$ cat src/hdl/gcv_pkg.sv
// Package with beat types, register indexes, gas law table and constant helpers.
package gcv_pkg;

    // Input sample width and derived widths.
    localparam int SAMPLE_BITS = 16;
    localparam int VOLT_W      = 15;
    localparam int CLEAN_W     = 24;
    localparam int CFG_W       = 24;
    localparam int CFG_IDX_W   = 3;
    localparam int CLAMP_W     = (SAMPLE_BITS > VOLT_W ? SAMPLE_BITS : VOLT_W) + 1;
    localparam int NUM_W       = 45;
    localparam int DEN_W       = 39;
    localparam int Q_W         = 23;
    localparam int DIV_STAGES  = Q_W;
    localparam int CONC_W      = 25;

    // 47 kilo-ohm load with 8 fraction bits.
    localparam logic [13:0] LOAD_SCALE = 14'd12032;

    typedef enum logic [CFG_IDX_W-1:0] {
        REG_VOLTAGE_MAX,
        REG_VOLTAGE_MIN,
        REG_REDUCING_CLEAN_AIR,
        REG_OXIDISING_CLEAN_AIR,
        REG_AMMONIA_CLEAN_AIR
    } t_cfg_reg;

    typedef enum logic [1:0] {
        ST_OK,
        ST_RATIO,
        ST_CONC
    } t_status;

    typedef enum logic [1:0] {
        CH_REDUCING,
        CH_OXIDISING,
        CH_AMMONIA
    } t_channel;

    typedef struct packed {
        logic signed [SAMPLE_BITS-1:0] sample_voltage;
        logic [2:0]                    func;
    } t_in_beat;

    typedef struct packed {
        logic [CONC_W-1:0] concentration;
        logic [1:0]        status;
    } t_out_beat;

    // Control that travels with each item through the pipeline.
    typedef struct packed {
        logic [2:0] func;
        logic       rej;
    } t_tag;

    typedef struct packed {
        t_channel            channel;
        logic [Q_W-1:0]      ratio_lo;
        logic [Q_W-1:0]      ratio_hi;
        logic signed [19:0]  expo;
        logic [25:0]         coef;
        logic [CONC_W-1:0]   conc_lo;
        logic [CONC_W-1:0]   conc_hi;
    } t_gas;

    // Power law and windows of each gas, all Q.16 except the Q.10 ppm windows.
    function automatic t_gas gas_law(input logic [2:0] func);
        t_gas g;
        unique case (func)
            3'd0: g = '{CH_REDUCING,  23'd655,   23'd262144,  -20'sd77136,
                        26'd292540,   25'd1024,    25'd1024000};
            3'd1: g = '{CH_OXIDISING, 23'd3932,  23'd2621440,  20'sd65398,
                        26'd9935,     25'd10,      25'd7168};
            3'd2: g = '{CH_AMMONIA,   23'd3277,  23'd58982,   -20'sd124715,
                        26'd40311,    25'd1024,    25'd163840};
            3'd3: g = '{CH_AMMONIA,   23'd13107, 23'd58982,   -20'sd163316,
                        26'd37326684, 25'd1024000, 25'd30720000};
            3'd4: g = '{CH_AMMONIA,   23'd6554,  23'd52429,   -20'sd123732,
                        26'd32977715, 25'd1024000, 25'd30720000};
            3'd5: g = '{CH_REDUCING,  23'd29491, 23'd52429,   -20'sd268239,
                        26'd54878536, 25'd3072000, 25'd10752000};
            3'd6: g = '{CH_REDUCING,  23'd2294,  23'd65536,   -20'sd116720,
                        26'd54264,    25'd1024,    25'd256000};
            default: g = '{CH_REDUCING, 23'd1966, 23'd68813,  -20'sd103547,
                        26'd89326,    25'd1536,    25'd256000};
        endcase
        return g;
    endfunction

    // Floored integer square root, evaluated at elaboration only.
    function automatic logic [63:0] int_sqrt(input logic [63:0] n);
        logic [63:0] rem;
        logic [63:0] res;
        logic [63:0] bitv;
        rem  = n;
        res  = '0;
        bitv = 64'd1 << 62;
        for (int i = 0; i < 32; i++) begin
            if (rem >= res + bitv) begin
                rem = rem - (res + bitv);
                res = (res >> 1) + bitv;
            end else begin
                res = res >> 1;
            end
            bitv = bitv >> 2;
        end
        return res;
    endfunction

    // 2^(2^-k) in Q.30, each root taken from the previous floored one.
    function automatic logic [30:0] exp2_root(input int k);
        logic [63:0] c;
        c = 64'd2 << 30;
        for (int i = 1; i <= 16; i++) begin
            if (i <= k) begin
                c = int_sqrt(c << 30);
            end
        end
        return c[30:0];
    endfunction

endpackage

$ cat src/hdl/gcv_div.sv
// Restoring divider pipeline, one quotient bit per stage, with overflow rejection.
module gcv_div (
    input  logic                        i_clk,
    input  logic [gcv_pkg::DIV_STAGES-1:0] i_en,
    input  logic [gcv_pkg::NUM_W-1:0]   i_num,
    input  logic [gcv_pkg::DEN_W-1:0]   i_den,
    input  gcv_pkg::t_tag               i_tag,
    output logic [gcv_pkg::Q_W-1:0]     o_q,
    output gcv_pkg::t_tag               o_tag
);
    import gcv_pkg::*;

    localparam int CMP_W = DEN_W + Q_W;

    logic [NUM_W-1:0] r_rem [DIV_STAGES];
    logic [DEN_W-1:0] r_den [DIV_STAGES];
    logic [Q_W-1:0]   r_q   [DIV_STAGES];
    t_tag             r_tag [DIV_STAGES];

    genvar j;
    generate
        for (j = 0; j < DIV_STAGES; j++) begin : g_stage
            localparam int B = Q_W - 1 - j;
            logic [NUM_W-1:0] rem_in;
            logic [DEN_W-1:0] den_in;
            logic [Q_W-1:0]   q_in;
            t_tag             tag_in;
            logic [CMP_W-1:0] dsh;
            logic             ge;
            logic             ovf;

            if (j == 0) begin : g_first
                assign rem_in = i_num;
                assign den_in = i_den;
                assign q_in   = '0;
                assign tag_in = i_tag;
                // A quotient that needs more than Q_W bits is out of every window.
                assign ovf    = CMP_W'(i_num) >= (CMP_W'(i_den) << Q_W);
            end else begin : g_next
                assign rem_in = r_rem[j-1];
                assign den_in = r_den[j-1];
                assign q_in   = r_q[j-1];
                assign tag_in = r_tag[j-1];
                assign ovf    = 1'b0;
            end

            // Trial subtraction of the shifted divisor.
            assign dsh = CMP_W'(den_in) << B;
            assign ge  = CMP_W'(rem_in) >= dsh;

            always_ff @(posedge i_clk) begin
                if (i_en[j]) begin
                    r_rem[j] <= ge ? rem_in - dsh[NUM_W-1:0] : rem_in;
                    r_den[j] <= den_in;
                    r_q[j]   <= q_in | (Q_W'(ge) << B);
                    r_tag[j] <= '{func: tag_in.func, rej: tag_in.rej | ovf};
                end
            end
        end
    endgenerate

    assign o_q   = r_q[DIV_STAGES-1];
    assign o_tag = r_tag[DIV_STAGES-1];

endmodule
$ cat config.mk
export PLATFORM = sky130hd
export DESIGN_NAME = gcv_div
export DESIGN_NICKNAME = d
export VERILOG_FILES = /design/src/hdl/gcv_pkg.sv /design/src/hdl/gcv_div.sv
export SDC_FILE = /design/constraint.sdc
export NUM_CORES = 2
export LEC_CHECK = 0
export BUFFER_PORTS_ARGS = -buffer_cell sky130_fd_sc_hd__buf_2
export CORE_MARGIN = 1.5
export CORE_UTILIZATION = 50
export DETAILED_ROUTE_END_ITERATION = 10
export GPL_ROUTABILITY_DRIVEN = 1
export HOLD_SLACK_MARGIN = 0.02
export PLACE_DENSITY = 0.66
export RECOVER_POWER = 100
export SLEW_MARGIN = 5
export SYNTH_ARGS = -nofsm -noshare
export SYNTH_HDL_FRONTEND = slang
export SYNTH_SLANG_ARGS = --single-unit
$ cat constraint.sdc
create_clock -name i_clk -period 4 [get_ports i_clk]
set_input_delay 0.2 -clock i_clk [delete_from_list [all_inputs] [get_ports i_clk]]
set_output_delay 0.2 -clock i_clk [all_outputs]
set_load 0.03 [all_outputs]
======== Yosys cells after proc, flatten, opt, wreduce, memory -nomap -nowiden ========
Memory sizes are Yosys's and may differ from the RTL's.
Index checks and enable logic that the tools add are counted.
operators by class
  mux-type cells .......................... 69
  bitwise operators ....................... 23
  magnitude comparators ................... 24
  add/subtract/negate cells ............... 23
operators with widths
  cell              number
  $mux W45          23
  $sub A45 B45 Y45  17
  $ge A45 B62 Y1    1
  $ge A45 B61 Y1    1
  $ge A45 B60 Y1    1
  $ge A45 B59 Y1    1
  $ge A45 B58 Y1    1
  $ge A45 B57 Y1    1
  $ge A45 B56 Y1    1
  $ge A45 B55 Y1    1
  $ge A45 B54 Y1    1
  $ge A45 B53 Y1    1
  $ge A45 B52 Y1    1
  $ge A45 B51 Y1    1
  $ge A45 B50 Y1    1
  $ge A45 B49 Y1    1
  $ge A45 B48 Y1    1
  $ge A45 B47 Y1    1
  $ge A45 B46 Y1    1
  $mux W1           46
  $ge A45 B39 Y1    1
  $ge A45 B40 Y1    1
  $ge A45 B41 Y1    1
  $ge A45 B42 Y1    1
  32 further kinds  32
storage, ports and cells
  input port bits ......................... 112
  bits in writable memories ............... 2553
  register bits after elaboration ......... 0
  logic and storage cells ................. 143
  memories ................................ 4
memory list
  name   depth  bits a word  read ports  clocked after memory_dff  wr ports  RTL line       RTL
  r_rem  23     45           22          0                         23        gcv_div.sv:15  logic [NUM_W-1:0] r_rem [DIV_STAGES];
  r_den  23     39           22          0                         23        gcv_div.sv:16  logic [DEN_W-1:0] r_den [DIV_STAGES];
  r_q    23     23           23          0                         23        gcv_div.sv:17  logic [Q_W-1:0] r_q [DIV_STAGES];
  r_tag  23     4            23          0                         23        gcv_div.sv:18  t_tag r_tag [DIV_STAGES];

======== Longest topological paths before layout ========
An unclocked memory read counts as a cell.
  word-level depth ........................ 3
  mapped depth ............................ 18
  depth with buffers taken out ............ 16

======== Worst setup path before layout ========
OpenSTA, ideal clock, no wires.
  path type ............................... register -> register
  start point ............................. memory r_rem[20][1] (netlist: r_rem[2][181])
  end point ............................... memory r_rem[21][2] (netlist: r_rem[2][227]), data pin
  period minus slack after synthesis ...... 3.660 ns
  data required time ...................... 3.740 ns
  setup time .............................. 0.260 ns
  stages on the path, launching flop included .. 17
  path buffers ............................ 1
  slack ................................... 0.340 ns
  arrival time ............................ 3.400 ns
  cell sequence ........................... edfxtp_1 -> inv_1 -> ha_1 -> inv_1 -> fa_1 -> a21oi_1 -> o211ai_1 -> nand2_1 -> o311ai_2 -> o2111ai_1 -> a21oi_1 -> o2111ai_1 -> nand2_1 -> a2111o_1 -> nor3_4 -> buf_4 -> mux2_2
RTL lines
  item         RTL line
  from (decl)  gcv_div.sv:15

==> results.yml <==
outcome:
  outcome: "finished with violations"
  failed_checks: "max-capacitance violations, max-slew violations, negative setup slack"
floorplan:
  chipWidth_microns: 483
  initial_core_util_pct: 50.5
  fp-row-count: 175
  core-area_sq_um: 228000
  die_h_microns: 483
  fp.dieArea_sq_um: 233000
  ios: 139
place:
  place_ws_ns: -0.552
  gp_congestion: 0.930
  dp_hpwl_microns: 218000
  port_buffers: 138
  dp.cells: 13000
setup_path:
  crit_type: "register to register"
  worstPathArrival_ns: 4.74
  start_kind: "register"
  cp_common_cell: "buf_12"
  crit_required_ns: 4.73
  end_kind: "register"
  critical_path_buf_inv_count: 5
  crit_slowest_cell: "nor4bb_1"
  critPathMaxStageDelay_ns: 0.76
  cp_top_family: "simple AND/OR/NAND/NOR gates"
  cp_max_fo: 7
  crit_chain: "ha_1 -> buf_4 -> nand4b_1 -> nor4bb_1 -> nand3_1 -> o21ai_0 -> nor3_4 -> buf_12 -> buf_12 -> buf_12 -> clkbuf_16 -> o31ai_2"
timing:
  drv_slew: 1663
  post-route-period-util_pct: 100
  finClkSkew_ns: 0.0606
  rsz0062_at_grt: "yes"
  hold_viol_final: 0
  layout_min_cycle_time_ns: 4.01
  max_slew.worst_pin.slew_ns: 3.64
  fmax_mhz: 249
  setup_slack_ns: -0.0110
  max_slew_margin_pct: -143
  setup_viol: 3
cts:
  htreeDepth: 4
  clock_sinks: 2216
  cts.path.max_buffers: 3
  clockRootBuffer: "clkbuf_16"
  clk_pin_slew_worst_paths_ns: 0.06
  cts_tree: "built"
  clock_latency_ns: 0.89
  cts_buffers: 232
global_route:
  grt_max_degree: 104
  use_met1_pct: 24.1
  use_met2_pct: 45.6
  track_usage_pct: 24.0
  met3_usage_pct: 3.23
  busiest_layer: "met2"
  grt_pass1_wl_microns: 433000
  grt_pass1_vias: 78600
  overflow: 0
  antenna_found_initial: 10
logic_synthesis:
  async_reset_ff_share_pct: 0
  yosysWarnings: 0
  synth-xor-area-share_pct: 4.91
  synth_top_family_by_area: "compound AO/OA/AOI/OAI gates"
  synth_compound_area_share_pct: 13.1
  ys_seq_elements: 2216
  synth-simple-area-share_pct: 8.40
  syn-mean-instance-area_sq_um: 12.1
  syn_area_sq_um: 115000
  synth_adder_area_share_pct: 8.89
  synth-edff-count: 2216
  syn-num-nets: 10400
  yosysUniqueCellTypes: 108
  synthFlopType: "edfxtp_1"
  synthMuxAreaShare_pct: 3.04
  synth_cells: 9516
  yosysSeqAreaShare_pct: 57.8
cells_and_area:
  final_common_cell: "edfxtp_1"
  drive_above_1_share_pct: 13.8
  final_cells: 13600
  area_growth_pct: 16.3
  nFillCells: 18300
  layout_common_cells: "edfxtp_1 (2216), inv_1 (958), ha_1 (769)"
  nNetsFinal: 11300
drt:
  first_iter_violations: 4377
  antenna_left: 0
  drc: 0
  via_per_inst: 5.59
  dr.pass1.iters: 8
  vias: 76300
  wl_microns: 285000
  wl_per_cell_microns: 20.9
power_and_ir_drop:
  peakVddDrop_v: 0.000508
  p_leak_nw: 54.6
  power_density_nw_per_um2: 523
  power_mw: 70.0
hold_path:
  hold_class: "input port to register"
flow_run:
  maxCapViolCount: 27
-- power by group --
group          internal, mW  switching, mW
clock                  12.5           9.29
sequential             28.8           1.41
combinational          8.10           9.89
total                  49.5           20.6
-- area by class of cell --
type	count	area [sq um]	area share, %
diodes	11	27.5	0.0206
clock buffers	278	5980	4.46
clock inverters	159	1820	1.36
inverters	961	3610	2.69
multi-input cells	6148	45200	33.7
flip-flops and latches	2216	66500	49.7
well taps	3009	3760	2.81
repair buffers	867	6980	5.21
-- path summary, 6_finish.rpt --
kind / start / endpoint / slack [ns] / cells past startpoint
max: r_rem[2][203]$_DFFE_PP_ / r_rem[2][229]$_DFFE_PP_ / -0.01 / 12
min: i_den[19] / r_den[0][19]$_DFFE_PP_ / 0.12 / 2
max reg2reg: r_rem[2][203]$_DFFE_PP_ / r_rem[2][229]$_DFFE_PP_ / -0.01 / 12
min reg2reg: r_q[19][13]$_DFFE_PP_ / r_q[20][13]$_DFFE_PP_ / 0.40 / 0
-- synth_stat cells (17+ instances only) --
| cell | number | area share, % |
|---|---|---|
| o211ai_1 | 26 | 0.17 |
| o31ai_1 | 40 | 0.26 |
| ha_1 | 783 | 8.5 |
| mux2_1 | 18 | 0.18 |
| a311oi_1 | 17 | 0.13 |
| xnor2_1 | 398 | 3.0 |
| edfxtp_1 | 2216 | 58 |
| mux2i_1 | 21 | 0.18 |
| xor2_1 | 247 | 1.9 |
| fa_1 | 22 | 0.38 |
| clkbuf_1 | 110 | 0.36 |
| nand2b_1 | 107 | 0.58 |
| buf_2 | 52 | 0.23 |
| and3_1 | 49 | 0.27 |
| o21bai_1 | 95 | 0.62 |
| and2_1 | 29 | 0.16 |
| a211oi_1 | 44 | 0.29 |
| a21o_1 | 422 | 2.8 |
| or3_1 | 28 | 0.15 |
| o2111ai_1 | 18 | 0.14 |
| nor4_1 | 95 | 0.52 |
| nand4_1 | 141 | 0.77 |
| nand2_1 | 622 | 2.0 |
| o21ai_0 | 614 | 2.7 |
| mux2_2 | 274 | 2.7 |
| nor4b_1 | 17 | 0.13 |
| nor2b_1 | 135 | 0.73 |
| or2_2 | 23 | 0.12 |
| a21boi_0 | 20 | 0.13 |
| a21oi_1 | 753 | 3.3 |
| or4_1 | 19 | 0.12 |
| nor3_1 | 86 | 0.37 |
| nand3_1 | 109 | 0.47 |
| o21a_1 | 76 | 0.50 |
| a31oi_1 | 56 | 0.30 |
| inv_1 | 961 | 3.1 |
| nor2_1 | 462 | 1.5 |
-- per-layer routing --
layer / routed length [microns] / up-vias
li1: - / 37000
met1: 102000 / 36900
met2: 152000 / 1631
met3: 9340 / 740
met4: 21800 / 8
met5: 55 / -
-- logic make-up after synthesis --
kind of cell,count (synthesis)
DFF,2216
and+or+nand+nor,1983
adders and majority gates,805
muxes,313
xor gates and xnor gates,645
buffers and inverters,1152
AOI/OAI and AO/OA,2402
-- metrics by stage --
step,hold slack [ns],utilization [%],area (sq um),TNS (ns)
6_report,0.125,58.7,134000,-0.0187
5_1_grt,0.0984,58.7,134000,-3.21
4_1_cts,0.0203,58.5,133000,-0.00777
3_5_place_dp,0.381,54.0,123000,-34.28
3_3_place_gp,0.381,54.0,123000,-24.57
2_1_floorplan,0.299,-,115000,0
-- what timing repair did --
item / in CTS / in global routing
endpoints found under the setup margin: 348 / 524
buffers inserted: 37 / 28
cloned: 8 / 8
gates resized for setup: 86 / 180
pin swaps: 32 / 69
hold buffers: 144 / 0
hold endpoints to repair: 1550 / 0
-- registers in the layout, summed over array words and instances, names as in the netlist --
signal,flops
r_q,276
r_den,858
r_rem,990
r_tag,92
Power figures use the tool's default switching activity.
